File: src/hdl/nmd_pkg.sv
// ----------------------------------------------------------------------------
// Netstring deframer package
// Shared constants and the result word type.
// ----------------------------------------------------------------------------
`default_nettype none

package nmd_pkg;

	localparam int unsigned LENGTH_BITS_DEF = 16;

	localparam logic [7:0] COLON_CHAR = 8'h3A;
	localparam logic [7:0] DIGIT_ZERO = 8'h30;
	localparam logic [7:0] DIGIT_NINE = 8'h39;

	localparam logic FIELD_COMMAND = 1'b0;
	localparam logic FIELD_PAYLOAD = 1'b1;

	typedef struct packed {
		logic [7:0] data_byte;
		logic       field_select;
		logic       has_data;
		logic       field_end;
		logic       truncated;
		logic       format_error;
	} result_t;

endpackage

`default_nettype wire

File: src/hdl/nmd_in_reg.sv
// ----------------------------------------------------------------------------
// Netstring deframer input register
// Captures one incoming byte and its end mark; holds it until the parser
// advances.
// ----------------------------------------------------------------------------
`default_nettype none

module nmd_in_reg (
	input  wire logic       clk,
	input  wire logic       arst_n,
	input  wire logic       in_valid,
	output logic            in_stall,
	input  wire logic [7:0] in_byte,
	input  wire logic       message_end,
	input  wire logic       advance,
	output logic            valid_s1,
	output logic [7:0]      byte_s1,
	output logic            last_s1
);

	logic load;

	// take a new word when the register is empty or is being drained
	assign in_stall = valid_s1 && !advance;
	assign load     = in_valid && !in_stall;

	always_ff @(posedge clk or negedge arst_n) begin
		if (!arst_n) begin
			valid_s1 <= 1'b0;
		end else if (load) begin
			valid_s1 <= 1'b1;
		end else if (advance) begin
			valid_s1 <= 1'b0;
		end
	end

	always_ff @(posedge clk) begin
		if (load) begin
			byte_s1 <= in_byte;
			last_s1 <= message_end;
		end
	end

endmodule

`default_nettype wire

File: src/hdl/nmd_parser.sv
// ----------------------------------------------------------------------------
// Netstring deframer parser
// Phase tracking, length accumulation and per-byte result decode.
// ----------------------------------------------------------------------------
`default_nettype none

module nmd_parser import nmd_pkg::*; #(
	parameter int unsigned LENGTH_BITS = LENGTH_BITS_DEF
) (
	input  wire logic       clk,
	input  wire logic       arst_n,
	input  wire logic       advance,
	input  wire logic [7:0] byte_s1,
	input  wire logic       last_s1,
	output logic            res_valid,
	output result_t         res
);

	localparam logic [2:0] PH_CMD_LEN  = 3'd0;
	localparam logic [2:0] PH_CMD_DATA = 3'd1;
	localparam logic [2:0] PH_SEP      = 3'd2;
	localparam logic [2:0] PH_PAY_LEN  = 3'd3;
	localparam logic [2:0] PH_PAY_DATA = 3'd4;
	localparam logic [2:0] PH_TRAILER  = 3'd5;
	localparam logic [2:0] PH_DROP     = 3'd6;

	logic [2:0]             phase_q, phase_d;
	logic [LENGTH_BITS-1:0] acc_q, acc_d;
	logic [LENGTH_BITS-1:0] rem_q, rem_d;
	logic                   seen_q, seen_d;

	logic                   is_digit;
	logic [3:0]             digit;
	logic [LENGTH_BITS+3:0] acc_ext;
	logic [LENGTH_BITS+3:0] acc_next;
	logic                   ovf;
	logic                   fld;
	logic                   err;
	logic [LENGTH_BITS-1:0] rem_dec;
	logic                   done;

	assign is_digit = (byte_s1 >= DIGIT_ZERO) && (byte_s1 <= DIGIT_NINE);
	assign digit    = 4'(byte_s1 - DIGIT_ZERO);
	assign acc_ext  = {4'd0, acc_q};
	// times ten plus the digit; any bit above the length width is overflow
	assign acc_next = (acc_ext << 3) + (acc_ext << 1) + {{LENGTH_BITS{1'b0}}, digit};
	assign ovf      = |acc_next[LENGTH_BITS+3:LENGTH_BITS];
	assign rem_dec  = (rem_q == '0) ? '0 : rem_q - 1'b1;
	assign done     = (rem_dec == '0);

	always_comb begin
		phase_d   = phase_q;
		acc_d     = acc_q;
		rem_d     = rem_q;
		seen_d    = seen_q;
		res_valid = 1'b0;
		res       = '0;
		err       = 1'b0;
		fld       = (phase_q == PH_PAY_LEN) || (phase_q == PH_PAY_DATA);

		case (phase_q)
			PH_CMD_LEN, PH_PAY_LEN: begin
				if (is_digit) begin
					if (ovf) begin
						err = 1'b1;
					end else begin
						acc_d  = acc_next[LENGTH_BITS-1:0];
						seen_d = 1'b1;
						err    = last_s1;
					end
				end else if (byte_s1 == COLON_CHAR && seen_q) begin
					acc_d  = '0;
					seen_d = 1'b0;
					if (!fld) begin
						if (last_s1) begin
							res_valid          = 1'b1;
							res.field_select   = FIELD_PAYLOAD;
							res.format_error   = 1'b1;
						end else if (acc_q == '0) begin
							res_valid          = 1'b1;
							res.field_select   = FIELD_COMMAND;
							res.field_end      = 1'b1;
							phase_d            = PH_SEP;
						end else begin
							rem_d   = acc_q;
							phase_d = PH_CMD_DATA;
						end
					end else begin
						if (acc_q == '0 || last_s1) begin
							res_valid          = 1'b1;
							res.field_select   = FIELD_PAYLOAD;
							res.field_end      = 1'b1;
							res.truncated      = (acc_q != '0);
							phase_d            = PH_TRAILER;
						end else begin
							rem_d   = acc_q;
							phase_d = PH_PAY_DATA;
						end
					end
				end else begin
					err = 1'b1;
				end
				if (err) begin
					res_valid        = 1'b1;
					res.field_select = fld;
					res.format_error = 1'b1;
					acc_d            = '0;
					seen_d           = 1'b0;
					phase_d          = PH_DROP;
				end
			end
			PH_CMD_DATA, PH_PAY_DATA: begin
				rem_d            = rem_dec;
				res_valid        = 1'b1;
				res.data_byte    = byte_s1;
				res.field_select = fld;
				res.has_data     = 1'b1;
				res.field_end    = done || last_s1;
				res.truncated    = last_s1 && !done;
				res.format_error = last_s1 && !fld;
				if (done) begin
					phase_d = fld ? PH_TRAILER : PH_SEP;
				end
			end
			PH_SEP: begin
				// skip the separator whatever its value
				if (last_s1) begin
					res_valid        = 1'b1;
					res.field_select = FIELD_PAYLOAD;
					res.format_error = 1'b1;
				end
				phase_d = PH_PAY_LEN;
			end
			default: begin
			end
		endcase

		// message end always restarts at the command length
		if (last_s1) begin
			phase_d = PH_CMD_LEN;
			acc_d   = '0;
			rem_d   = '0;
			seen_d  = 1'b0;
		end
	end

	always_ff @(posedge clk or negedge arst_n) begin
		if (!arst_n) begin
			phase_q <= PH_CMD_LEN;
			acc_q   <= '0;
			rem_q   <= '0;
			seen_q  <= 1'b0;
		end else if (advance) begin
			phase_q <= phase_d;
			acc_q   <= acc_d;
			rem_q   <= rem_d;
			seen_q  <= seen_d;
		end
	end

endmodule

`default_nettype wire

File: src/hdl/nmd_out_reg.sv
// ----------------------------------------------------------------------------
// Netstring deframer result register
// Holds one result word until the downstream side takes it.
// ----------------------------------------------------------------------------
`default_nettype none

module nmd_out_reg import nmd_pkg::*; (
	input  wire logic    clk,
	input  wire logic    arst_n,
	input  wire logic    load,
	input  wire result_t res,
	output logic         free,
	output logic         out_valid,
	input  wire logic    out_stall,
	output result_t      res_q
);

	// room when empty or when the held word leaves this cycle
	assign free = !out_valid || !out_stall;

	always_ff @(posedge clk or negedge arst_n) begin
		if (!arst_n) begin
			out_valid <= 1'b0;
		end else if (free) begin
			out_valid <= load;
		end
	end

	always_ff @(posedge clk) begin
		if (free && load) begin
			res_q <= res;
		end
	end

endmodule

`default_nettype wire

File: src/hdl/netstring_message_deframer_unit.sv
// One byte of a serialized message is taken per clock. Each byte gives at most
// one result, held first in the input register and then in the result register,
// with the phase decode, length accumulation and field count in between. A new
// byte is accepted every cycle as long as the result register is not held by
// out_stall; bytes that produce no result (separator, trailer, dropped bytes,
// length digits) still advance at that rate.
// ----------------------------------------------------------------------------
// Netstring message deframer
// Splits a length-prefixed command and payload out of a byte stream.
// ----------------------------------------------------------------------------
`default_nettype none

module netstring_message_deframer_unit import nmd_pkg::*; #(
	parameter int unsigned LENGTH_BITS = LENGTH_BITS_DEF
) (
	input  wire logic       clk,
	input  wire logic       arst_n,
	input  wire logic       in_valid,
	output logic            in_stall,
	input  wire logic [7:0] in_byte,
	input  wire logic       message_end,
	output logic            out_valid,
	input  wire logic       out_stall,
	output logic [7:0]      data_byte,
	output logic            field_select,
	output logic            has_data,
	output logic            field_end,
	output logic            truncated,
	output logic            format_error
);

	logic       valid_s1;
	logic [7:0] byte_s1;
	logic       last_s1;
	logic       advance;
	logic       free;
	logic       res_valid;
	result_t    res;
	result_t    res_q;

	assign advance = valid_s1 && free;

	nmd_in_reg u_in_reg (
		.clk         (clk),
		.arst_n      (arst_n),
		.in_valid    (in_valid),
		.in_stall    (in_stall),
		.in_byte     (in_byte),
		.message_end (message_end),
		.advance     (advance),
		.valid_s1    (valid_s1),
		.byte_s1     (byte_s1),
		.last_s1     (last_s1)
	);

	nmd_parser #(
		.LENGTH_BITS (LENGTH_BITS)
	) u_parser (
		.clk       (clk),
		.arst_n    (arst_n),
		.advance   (advance),
		.byte_s1   (byte_s1),
		.last_s1   (last_s1),
		.res_valid (res_valid),
		.res       (res)
	);

	nmd_out_reg u_out_reg (
		.clk       (clk),
		.arst_n    (arst_n),
		.load      (advance && res_valid),
		.res       (res),
		.free      (free),
		.out_valid (out_valid),
		.out_stall (out_stall),
		.res_q     (res_q)
	);

	assign data_byte    = res_q.data_byte;
	assign field_select = res_q.field_select;
	assign has_data     = res_q.has_data;
	assign field_end    = res_q.field_end;
	assign truncated    = res_q.truncated;
	assign format_error = res_q.format_error;

endmodule

`default_nettype wire

File: config.mk
export PLATFORM = sky130hd
export DESIGN_NAME = netstring_message_deframer_unit
export DESIGN_NICKNAME = d
export VERILOG_FILES = /design/src/hdl/nmd_pkg.sv /design/src/hdl/nmd_in_reg.sv /design/src/hdl/nmd_parser.sv /design/src/hdl/nmd_out_reg.sv /design/src/hdl/netstring_message_deframer_unit.sv
export SDC_FILE = /design/constraint.sdc
export NUM_CORES = 1
export LEC_CHECK = 0
export BUFFER_PORTS_ARGS = -buffer_cell sky130_fd_sc_hd__clkbuf_2
export CORE_ASPECT_RATIO = 1.25
export CORE_MARGIN = 10
export CORE_UTILIZATION = 66
export DETAILED_ROUTE_END_ITERATION = 12
export HOLD_SLACK_MARGIN = 0.15
export PLACE_DENSITY = 0.95
export SKIP_LAST_GASP = 1
export SLEW_MARGIN = 10
export SYNTH_ARGS = -nofsm -noshare
export SYNTH_HDL_FRONTEND = slang
export SYNTH_SLANG_ARGS = --single-unit
File: constraint.sdc
create_clock -name clk -period 6.7 [get_ports clk]
set_input_delay 1.675 -clock clk [delete_from_list [all_inputs] [get_ports clk]]
set_output_delay 1.675 -clock clk [all_outputs]
set_load 0.1 [all_outputs]
Word level (Yosys, flattened, before mapping)
Index checks and enable logic that the tools add are counted.
{"block": "classes", "n_addsub": 4, "order_cmp": 2, "reduce_logical": 35, "eq_ne": 13, "mux": 61}
{"op": "$mux 16", "n": 13}
{"op": "$logic_not 16->1", "n": 3}
{"op": "$pmux 16 s2", "n": 1}
{"op": "$mux 1", "n": 31}
{"op": "$mux 3", "n": 9}
{"op": "$add 19x17->20", "n": 1}
{"op": "$add 20x4->20", "n": 1}
{"op": "$reduce_bool 16->1", "n": 1}
{"op": "$sub 16x1->16 const B", "n": 1}
{"op": "$ne 4x4->1 const B", "n": 3}
{"op": "$logic_and 1x1->1", "n": 9}
{"op": "$pmux 1 s3", "n": 3}
{"op": "$pmux 3 s3", "n": 1}
{"op": "$eq 8x6->1 const B", "n": 1}
{"op": "$ge 8x6->1 const B", "n": 1}
{"op": "$le 8x6->1 const B", "n": 1}
{"op": "$reduce_bool 4->1", "n": 2}
{"op": "$eq 3x2->1 const B", "n": 2}
{"op": "$logic_not 1->1", "n": 6}
{"op": "$ne 3x2->1 const B", "n": 2}
{"op": "$reduce_and 6->1", "n": 1}
{"op": "$reduce_and 5->1", "n": 1}
{"op": "$logic_or 1x1->1", "n": 4}
{"op": "$mux 2", "n": 2}
{"op": "other kinds (13)", "n": 15}
{"block": "totals", "word_cells": 129, "reg_bits": 60, "input_bits": 13}

Longest topological paths before layout
Gate-level depths: netlist of the first run.
{"block": "logic_depth", "depth_word": 10, "mapped_depth": 14, "ltp_nobuf": 13}

Hierarchy
Synthesis of the first run repeated with hierarchy kept, for this count alone.
{"block": "unflattened", "cells_unflattened": 494, "hier_area_um2": 4356.7}
{"mod": "nmd_parser", "instances": 1, "cells_each": 461, "area_per_inst_um2": 3578.4}
{"mod": "nmd_out_reg", "instances": 1, "cells_each": 17, "area_per_inst_um2": 437.9}
{"mod": "nmd_in_reg", "instances": 1, "cells_each": 14, "area_per_inst_um2": 327.8}
{"mod": "netstring_message_deframer_unit", "instances": 1, "cells_each": 2, "area_per_inst_um2": 12.5}

Worst setup path after synthesis of the first run
Ideal clock, no wire load.
{"block": "synth_timing", "path_type": "input port to output port", "start": "input out_stall", "end": "output in_stall", "setup_slack_ns": 2.623, "t_arrival_ns": 2.402, "path_stages": 2, "cell_sequence": "nand3_1 > inv_1"}
{"block": "synth_via", "elab_chain_len": 5}
{"element": "start, declared", "line_no": "netstring_message_deframer_unit.sv:23", "rtl": "input wire logic out_stall,"}
{"element": "$logic_not 1->1", "line_no": "nmd_out_reg.sv:19", "rtl": "assign free = !out_valid || !out_stall;"}
{"element": "$logic_or 1x1->1", "line_no": "nmd_out_reg.sv:19"}
{"element": "$logic_and 1x1->1", "line_no": "netstring_message_deframer_unit.sv:41", "rtl": "assign advance = valid_s1 && free;"}
{"element": "$logic_not 1->1", "line_no": "nmd_in_reg.sv:24", "rtl": "assign in_stall = valid_s1 && !advance;"}
{"element": "$logic_and 1x1->1", "line_no": "nmd_in_reg.sv:24"}
{"element": "end, declared", "line_no": "netstring_message_deframer_unit.sv:19", "rtl": "output logic in_stall,"}
No other way between the ends.

Worst setup path in the final report of the first run
{"block": "layout_timing", "start": "register u_parser.acc_q[2]", "end": "register u_parser.acc_q[7]"}
{"block": "layout_via", "elab_chain_len": 9}
{"element": "start, declared", "line_no": "nmd_parser.sv:28", "rtl": "logic [LENGTH_BITS-1:0] acc_q, acc_d;"}
{"element": "start signal, assigned", "line_no": "nmd_parser.sv:150", "rtl": "acc_q <= '0;"}
{"element": "start signal, assigned", "line_no": "nmd_parser.sv:155", "rtl": "acc_q <= acc_d;"}
{"element": "$add 19x17->20 (*)", "line_no": "nmd_parser.sv:46", "rtl": "assign acc_next = (acc_ext << 3) + (acc_ext << 1) + {{LENGTH_BITS{1'b0}}, digit};"}
{"element": "$add 20x4->20 (*)", "line_no": "nmd_parser.sv:46"}
{"element": "$reduce_or 4->1", "line_no": "nmd_parser.sv:47", "rtl": "assign ovf = |acc_next[LENGTH_BITS+3:LENGTH_BITS];"}
{"element": "$mux 1", "line_no": "nmd_parser.sv:64", "rtl": "if (ovf) begin"}
{"element": "$mux 1", "line_no": "nmd_parser.sv:63", "rtl": "if (is_digit) begin"}
{"element": "$mux 1", "line_no": "nmd_parser.sv:61", "rtl": "case (phase_q)"}
{"element": "$mux 16", "line_no": "nmd_parser.sv:103", "rtl": "if (err) begin"}
{"element": "$mux 16", "line_no": "nmd_parser.sv:61"}
{"element": "$mux 16", "line_no": "nmd_parser.sv:139", "rtl": "if (last_s1) begin"}
Mark *: on every way between the ends. The rest lies on a longest branch, timed or not. The select of a mux whose other input is x is not followed.
A chain may end at the register's enable or synchronous reset.

==> impl_results.md, run 1 <==
- Run status: complete, no violations
- IR Drop Worst-Case VDD: 0.233 mV
- Clock transition at the register clock pins on the worst setup and hold paths after CTS: roughly 0.080 ns
- Clock Sink Count: 60
- Count of final max-slew check failures: 0
- Number of flops mapped to enable cells by yosys: 22
- Fraction of final layout cells sized beyond drive strength 1: a little over an eighth
- Worst-Skew Late Latency: 0.36 ns
- Worst-case clock skew: 0.0132 ns
- Width of the die: ~93 um
- Std-Cell Core Area: 6520 um^2
- Arrival time of the worst setup path: 4.90 ns
- Peak fanout along the critical path: 17
- Worst hold path class: flip-flop to flip-flop
- Synth async-reset ratio: 63.3%
- Detailed-routing iteration count for the pre-antenna-repair pass: 5
- Combined global-route utilization of all metal layers: between 20% and 30%
- Element type at the critical path end: flip-flop
- Die area: 10,300 um^2
- Finished Cell Area: 4710 um^2
- Clock tree from TritonCTS: done
- Net count after synthesis: 523
- Max-cap check violation count: 0
- Standard-cell row count: 33
- Critical path launch point type: flip-flop
- Wire length of the first global-routing pass: 18,400 um
- Worst-Margin Slew: 1.21 ns
- Maximum buffer depth of the clock tree: 2
- Via Count: 3,895
- Proportion of netlist area held by the largest area contributor: between 20% and 30%
- Leakage power: 2.16 nW
- Fillcell total: around 480
- Pre-CTS setup slack: 2.09 ns
- Total setup violations reported at the end of the flow: 0
- Library cells used by synthesis: 68
- Yosys Warn Count: 0
- Relative slew slack: around a fifth
- Buffer cell driving the clock tree root: sky130_fd_sc_hd__clkbuf_8
- Number of instances resized during post-cts repair: 0
- Hold_buf cts: 0
- Final critical path time including I/O delays and setup: 4.64 ns
- Area Overhead vs Synth: 7.24%
- Overall overflow remaining after global route: 0
- Total of flip-flops plus latches after synthesis: 60
- Number of global-route vias before repair: 3,822
- Post-CTS setup-driven buffer insertion count: 0
- Synthesized area: 4390 um^2
- Final routed wire length divided by cell count: 19.1 um
- DRT Wirelength: between 10,000 and 15,000 um
- H-tree depth reported by CTS: 3
- Routability-driven placement congestion ratio: 0.999
- Port-buffer cells: 27
- Setup Crit Path Kind: flip-flop to flip-flop
- HPWL reported at the end of detailed placement: 7880 um
- Total I/O pin count: 28
- Fmax: 0.216 GHz
- Number of standard cells after synthesis: 476
- Mean cell area of the mapped netlist: 9.23 um^2
- Largest net degree at the start of global routing: 39
- Nets@finish: 534
- Placed instance area: 4490 um^2
- Via density: around 6.7
- Number of antenna-violating nets in the routed design: 0
- Cell types occupying the most area after synthesis: sky130_fd_sc_hd__dfrtp_1, sky130_fd_sc_hd__edfxtp_1, sky130_fd_sc_hd__ha_1
- Residual DRC: 0
- Initial DRC count: ~380
- Number of hold violations in the final report: 0
- Initial antenna violation count: 0
- Largest area contributor in the netlist: sky130_fd_sc_hd__dfrtp_1
- Final period util: 69.2%
- Sequential element share of the synthesized area: 36.7%
- Overall die height: 111 um
- Main synth FF type: sky130_fd_sc_hd__dfrtp_1
- Initial cell density of the core: 67.3%
- RSZ-0062 raised after global routing: no
- Power per unit of standard cell area: 363 nW/um^2
- Required time of the critical path: approximately 7.0 ns
- Diodes inserted: 0
- Smallest hold slack: roughly 0.48 ns
- Setup slack after layout: around 2 ns
- Number of buffers created by CTS: 9
- Total negative setup slack: 0 ns
synth_stat cells, types with 5 or more instances:
cell and instances:
sky130_fd_sc_hd__a22oi_1 7, sky130_fd_sc_hd__a21oi_1 32, sky130_fd_sc_hd__dfrtp_1 38, sky130_fd_sc_hd__nor3_1 13
sky130_fd_sc_hd__nor4_1 10, sky130_fd_sc_hd__clkbuf_1 15, sky130_fd_sc_hd__nand2b_1 5, sky130_fd_sc_hd__inv_1 21
sky130_fd_sc_hd__o21ai_1 10, sky130_fd_sc_hd__o2111ai_1 5, sky130_fd_sc_hd__xnor2_1 15, sky130_fd_sc_hd__o31ai_1 20
sky130_fd_sc_hd__and2_1 8, sky130_fd_sc_hd__nor2_1 26, sky130_fd_sc_hd__edfxtp_1 22, sky130_fd_sc_hd__buf_2 6
sky130_fd_sc_hd__o21ai_0 27, sky130_fd_sc_hd__xor2_1 11, sky130_fd_sc_hd__a21o_1 8, sky130_fd_sc_hd__nand3_1 7
sky130_fd_sc_hd__nand2_1 60, sky130_fd_sc_hd__ha_1 32
final timing paths:
| path | startpoint | to | slack (ns) | cells after the start |
|---|---|---|---|---|
| max in group asynchronous | arst_n | u_parser.acc_q[9] | 4.58 | 1 |
| min | u_parser.seen_q | u_parser.seen_q | 0.48 | 2 |
| min in group asynchronous | arst_n | u_parser.rem_q[5] | 1.48 | 1 |
| min reg2reg | u_parser.seen_q | u_parser.seen_q | 0.48 | 2 |
| max reg2reg | u_parser.acc_q[2] | u_parser.acc_q[7] | 2.06 | 11 |
| max | u_parser.acc_q[2] | u_parser.acc_q[7] | 2.06 | 11 |
critical path, cell delays in order, from the launching register on:
cell and delay (ns):
sky130_fd_sc_hd__dfrtp_1 0.43, sky130_fd_sc_hd__inv_1 0.09, sky130_fd_sc_hd__fa_1 0.50, sky130_fd_sc_hd__fa_1 0.47, sky130_fd_sc_hd__nor2b_1 0.19, sky130_fd_sc_hd__o2111ai_1 0.16
sky130_fd_sc_hd__a21oi_1 0.35, sky130_fd_sc_hd__o211a_1 0.24, sky130_fd_sc_hd__o211ai_1 0.13, sky130_fd_sc_hd__nor4b_2 0.93, sky130_fd_sc_hd__nand2_1 0.70, sky130_fd_sc_hd__o21ai_0 0.34
sequential cells by signal, summed over array words and instances, names as in the netlist:
name and cells:
u_parser.acc_q 16, u_out_reg.out_valid 1, u_parser.rem_q 16, u_in_reg.valid_s1 1
u_parser.seen_q 1, u_in_reg.byte_s1 8, u_in_reg.last_s1 1, u_parser.phase_q 3
u_out_reg.res_q 13
metal layers:
layer / global-route usage (%) / routed length, um
met5: 0 / 0
met4: 11.8 / 420
met3: 4.07 / 963
met2: 36.6 / 5590
met1: 25.6 / 4110
cell usage in the layout (no fill, tap or decap), types with 4 or more instances in the layout:
cell	netlist	final
sky130_fd_sc_hd__inv_1	21	21
sky130_fd_sc_hd__o2111ai_1	5	5
sky130_fd_sc_hd__mux2i_1	4	4
sky130_fd_sc_hd__nand2_1	60	60
sky130_fd_sc_hd__nand2b_1	5	5
sky130_fd_sc_hd__o31ai_1	20	20
sky130_fd_sc_hd__clkbuf_2	0	27
sky130_fd_sc_hd__a211oi_1	4	4
sky130_fd_sc_hd__o21ai_1	10	9
sky130_fd_sc_hd__nor2_1	26	26
sky130_fd_sc_hd__a22oi_1	7	7
sky130_fd_sc_hd__edfxtp_1	22	22
sky130_fd_sc_hd__xor2_1	11	11
sky130_fd_sc_hd__xnor2_1	15	15
sky130_fd_sc_hd__clkbuf_8	2	9
sky130_fd_sc_hd__dfrtp_1	38	38
sky130_fd_sc_hd__nor4_1	10	10
sky130_fd_sc_hd__a21o_1	8	8
sky130_fd_sc_hd__nand3_1	7	7
sky130_fd_sc_hd__nor3_1	13	13
sky130_fd_sc_hd__a21oi_1	32	32
sky130_fd_sc_hd__o21ai_0	27	27
sky130_fd_sc_hd__ha_1	32	32
sky130_fd_sc_hd__and2_1	8	8
area by class of cell:
type	instances	area [um^2]	area share (%)
clock inverter	7	97.6	2.07
multi-input combinational	367	2550	54.1
tap	87	109	2.31
clock buffer	9	124	2.63
inverter	21	78.8	1.67
timing repair buffer	28	143	3.03
sequential	60	1610	34.2
report_power, final:
part | switching [mW] | internal [mW]
clock | 0.165 | 0.211
sequential | 0.0660 | 0.452
combinational | 0.608 | 0.205
through the flow:
| stage | instances | total power [mW] | util, % |
|---|---|---|---|
| floorplan | 476 | 1.20 | - |
| global placement | 563 | 1.30 | 68.8 |
| global route | 579 | 1.79 | 72.2 |
| detailed placement | 563 | 1.32 | 68.8 |
| CTS | 579 | 1.70 | 72.2 |
| finish | 579 | 1.71 | 72.2 |
kinds of logic after synthesis:
logic type                 share of synthesized area (%)
and+or+nand+nor                                     18.9
AOI/OAI and AO/OA                                   22.6
DFF                                                 36.7
buffers and inverters                               5.41
adders and majority gates                           10.0
xor gates and xnor gates                            5.19
muxes                                               1.17
Note: power is estimated with default switching activity, not from simulation.
==> run 2, diff against run 1 <==
Settings changed: ABC_AREA from default to 1, CORE_UTILIZATION 66 to 56, PLACE_DENSITY 0.95 to 0.89.
Clock period 6.7 ns to 4 ns, I/O delays scaled along.
==> impl_results.md, run 2 <==
- Met1 WL: 4750 um (was 4110 um)
- Combinational group share of total power: 61.1% (was 47.6%)
- Largest registers: u_parser.acc_q: 16 flops, u_parser.rem_q: 16 flops, u_out_reg.res_q: 13 flops (unchanged)
- Post-CTS setup-driven buffer insertion count: 0 (unchanged)
- Number of antenna-violating nets in the routed design: 0 (unchanged)
- Mean cell area of the mapped netlist: 7.31 um^2 (was 9.23 um^2)
- Metal3 WL: 603 um (was 963 um)
- Cell Count Post-Placement: 733 (was 563)
- Number of global-route vias before repair: 4,287 (was 3,822)
- Met2 routed wirelength: 6000 um (was 5590 um)
- Initial cell density of the core: 58.0% (was 67.3%)
- Run status: complete, no violations (unchanged)
- Final cell utilization of the core: 63.5% (was 72.2%)
- Worst-Margin Slew: 1.03 ns (was 1.21 ns)
- Total I/O pin count: 28 (unchanged)
- Internal power of the cells: 1.81 mW (was 869 uW)
- Smallest hold slack: 0.534 ns (was 0.478 ns)
- Standard-cell row count: 36 (was 33)
- Final critical path time including I/O delays and setup: 3.44 ns (was 4.64 ns)
- Multi-input combinational cell area: 2540 um^2 (was 2550 um^2)
- Non-Filler Instances: 749 (was 579)
- HPWL reported at the end of detailed placement: 8700 um (was 7880 um)
- IR Drop Worst-Case VDD: 0.798 mV (was 0.233 mV)
- Overall die height: 121 um (was 111 um)
- Peak fanout along the critical path: 13 (was 17)
- Switching Fraction: 55.3% (was 49.1%)
- Worst-case clock skew: 0.00793 ns (was 0.0132 ns)
- Flip-flop and latch area: 1610 um^2 (unchanged)
- Number of hold violations in the final report: 0 (unchanged)
- Pre-CTS setup slack: 0.589 ns (was 2.09 ns)
- Die area: 12,100 um^2 (was 10,300 um^2)
- Width of the die: 101 um (was 93.0 um)
- Fmax: 0.290 GHz (was 0.216 GHz)
- Register share of total power: 23.3% (was 30.3%)
- Overall overflow remaining after global route: 0 (unchanged)
- Main synth FF type: sky130_fd_sc_hd__dfrtp_1 (unchanged)
- Via density: 5.63 (was 6.73)
- Number of buffers created by CTS: 9 (unchanged)
- Worst-Skew Late Latency: 0.36 ns (about the same)
- Clock tree from TritonCTS: done (unchanged)
- Total of flip-flops plus latches after synthesis: 60 (unchanged)
- Final period util: 86.1% (was 69.2%)
- Largest net degree at the start of global routing: 39 (unchanged)
- Net switching power of the design: 2.24 mW (was 840 uW)
- Leading cell type by number of instances after synthesis: sky130_fd_sc_hd__nand2_1 (unchanged)
- Number of standard cells after synthesis: 622 (was 476)
- Synthesized area: 4550 um^2 (was 4390 um^2)
- Via Count: 4,219 (was 3,895)
- Synth async-reset ratio: 63.3% (unchanged)
- Clock transition at the register clock pins on the worst setup and hold paths after CTS: 0.08 ns (about the same)
- RSZ-0062 raised after global routing: no (unchanged)
- Power per unit of standard cell area: 814 nW/um^2 (was 363 nW/um^2)
- Final routed wire length divided by cell count: 15.3 um (was 19.1 um)
- Diodes inserted: 0 (unchanged)
- Residual DRC: 0 (unchanged)
- Largest area contributor in the netlist: sky130_fd_sc_hd__dfrtp_1 (unchanged)
- Leading cell types in the layout, fill and taps excluded: sky130_fd_sc_hd__nand2_1, sky130_fd_sc_hd__inv_1, sky130_fd_sc_hd__nor2_1, sky130_fd_sc_hd__dfrtp_1, sky130_fd_sc_hd__nand3_1 (was sky130_fd_sc_hd__nand2_1, sky130_fd_sc_hd__dfrtp_1, sky130_fd_sc_hd__a21oi_1, sky130_fd_sc_hd__ha_1)
- Element type at the critical path end: flip-flop (unchanged)
- Hold_buf cts: 0 (unchanged)
- Maximum buffer depth of the clock tree: 2 (unchanged)
- Combined global-route utilization of all metal layers: 19.2% (was 21.9%)
- Setup Crit Path Kind: flip-flop to flip-flop (unchanged)
- Proportion of netlist area held by the largest area contributor: 20.9% (was 21.7%)
- Top cells by instance count after synthesis: sky130_fd_sc_hd__nand2_1, sky130_fd_sc_hd__inv_1, sky130_fd_sc_hd__nor2_1, sky130_fd_sc_hd__dfrtp_1, sky130_fd_sc_hd__nand3_1 (was sky130_fd_sc_hd__nand2_1, sky130_fd_sc_hd__dfrtp_1, sky130_fd_sc_hd__a21oi_1, sky130_fd_sc_hd__ha_1, sky130_fd_sc_hd__o21ai_0)
- Sequential element share of the synthesized area: 35.5% (was 36.7%)
- Wire length of the first global-routing pass: 19,300 um (was 18,400 um)
- Port-buffer cells: 27 (unchanged)
- Setup slack after layout: 0.557 ns (was 2.06 ns)
- Relative slew slack: 31.1% (was 19.5%)
- Top routing layer in use: met4 (unchanged)
- Leading cell type in the layout, fill and taps excluded: sky130_fd_sc_hd__nand2_1 (unchanged)
- H-tree depth reported by CTS: 3 (unchanged)
- Cell types occupying the most area after synthesis: sky130_fd_sc_hd__dfrtp_1, sky130_fd_sc_hd__nand2_1, sky130_fd_sc_hd__edfxtp_1 (was sky130_fd_sc_hd__dfrtp_1, sky130_fd_sc_hd__edfxtp_1, sky130_fd_sc_hd__ha_1)
- Critical path launch point type: flip-flop (unchanged)
- Leakage power: 2.68 nW (was 2.16 nW)
- Net count after synthesis: 669 (was 523)
- Required time of the critical path: 4.00 ns (was 6.96 ns)
- Fillcell total: 683 (was 477)
- Clock Sink Count: 60 (unchanged)
- Yosys Warn Count: 0 (unchanged)
- Count of final max-slew check failures: 0 (unchanged)
- Library cells used by synthesis: 40 (was 68)
- Area Overhead vs Synth: 9.44% (was 7.24%)
- Max-cap check violation count: 0 (unchanged)
- Relative contribution of the clock network to total power: 15.6% (was 22.0%)
- Std-Cell Core Area: 7840 um^2 (was 6520 um^2)
- Routability-driven placement congestion ratio: 1.01 (was 0.999)
- Arrival time of the worst setup path: 3.44 ns (was 4.90 ns)
- Number of flops mapped to enable cells by yosys: 22 (unchanged)
- DRT Wirelength: 11,500 um (was 11,100 um)
- Initial antenna violation count: 0 (unchanged)
- Worst hold path class: flip-flop to flip-flop (unchanged)
- Fraction of final layout cells sized beyond drive strength 1: 12.7% (was 13.4%)
- Initial DRC count: 416 (was 382)
- Buffer cell driving the clock tree root: sky130_fd_sc_hd__clkbuf_8 (unchanged)
- Detailed-routing iteration count for the pre-antenna-repair pass: 5 (unchanged)
- Nets@finish: 696 (was 534)
- Total setup violations reported at the end of the flow: 0 (unchanged)
- Number of instances resized during post-cts repair: 0 (unchanged)
- Total negative setup slack: 0 ns (unchanged)
[run 2: changes by cell type in the layout (fill, tap and decap cells not counted), sizes merged, moves of 7 or more]
cell	change
xnor2	-9
nand2	+134
nor4	-11
a22oi	-7
a21o	-8
nor2	+41
o31ai	-21
nor3	-7
a21oi	-23
and2	-8
o21ai	+7
nand3	+40
inv	+67
[run 2: worst max-delay path, cell delays in order, from the launching register on]
cell,delay [ns]
sky130_fd_sc_hd__dfrtp_1,0.45
sky130_fd_sc_hd__inv_1,0.09
sky130_fd_sc_hd__fa_1,0.51
sky130_fd_sc_hd__fa_1,0.45
sky130_fd_sc_hd__inv_1,0.06
sky130_fd_sc_hd__nand2_1,0.06
sky130_fd_sc_hd__nand2_1,0.11
sky130_fd_sc_hd__nand3_1,0.08
sky130_fd_sc_hd__nand2_1,0.12
sky130_fd_sc_hd__nand2_1,0.08
sky130_fd_sc_hd__nand2_1,0.06
sky130_fd_sc_hd__nand2_1,0.04
sky130_fd_sc_hd__nand2_1,0.07
sky130_fd_sc_hd__nor2_2,0.05
sky130_fd_sc_hd__nand2_1,0.11
sky130_fd_sc_hd__nand2_1,0.08
sky130_fd_sc_hd__o21ai_0,0.15
sky130_fd_sc_hd__nand2_1,0.11
sky130_fd_sc_hd__inv_1,0.39
[run 2: final cells by class]
| type | count | share of cell area, % |
|---|---|---|
| Clock buffer | 9 | 2.49 |
| Sequential cell | 60 | 32.4 |
| Inverter | 89 | 6.72 |
| Multi-Input combinational cell | 460 | 51.0 |
| Clock inverter | 7 | 1.99 |
| Timing Repair Buffer | 29 | 3.02 |
| Tap cell | 95 | 2.39 |
[run 2: cell families after synthesis]
family / after synthesis / share of synthesized area (%)
AND/OR/NAND/NOR: 332 / 33.6
buffers and inverters: 102 / 8.73
AO/OA/AOI/OAI: 82 / 10.2
flip-flops: 60 / 35.5
adder cells (fa/ha/maj): 34 / 9.69
XOR/XNOR: 12 / 2.31
[run 2: worst paths after layout]
| check | startpoint | end | slack, ns | cells past startpoint |
|---|---|---|---|---|
| max reg2reg | u_parser.acc_q[0] | u_out_reg.res_q[0] | 0.56 | 18 |
| min reg2reg | u_parser.acc_q[2] | u_parser.acc_q[2] | 0.53 | 2 |
| min | u_parser.acc_q[2] | u_parser.acc_q[2] | 0.53 | 2 |
| max | u_parser.acc_q[0] | u_out_reg.res_q[0] | 0.56 | 18 |
| max in group asynchronous | arst_n | u_parser.acc_q[15] | 2.55 | 1 |
| min in group asynchronous | arst_n | u_parser.phase_q[0] | 0.81 | 1 |
[run 2: routing by layer]
layer | GRT usage [%] | vias to the layer above
met5 | 0 | -
met4 | 5.84 | 0
met3 | 3.48 | 17
met2 | 34.4 | 147
met1 | 22.5 | 1978
li1 | - | 2077
[run 2: power by group through the flow]
stage                     clock network (mW)  logic [mW]  registers [mW]
after floorplan                            0        1.58            1.39
after global placement                     0        2.39           0.943
after detailed placement                   0        2.44           0.953
after CTS                              0.628        2.46           0.942
after global routing                   0.653        2.71           0.963
final                                  0.631        2.47           0.944
[run 2: per-stage QoR]
stage / power (mW) / area (um^2)
4_1_cts: 4.03 / 4970
6_report: 4.05 / 4970
3_5_place_dp: 3.39 / 4750
5_1_grt: 4.33 / 4970
3_3_place_gp: 3.33 / 4750
2_1_floorplan: 2.97 / 4550
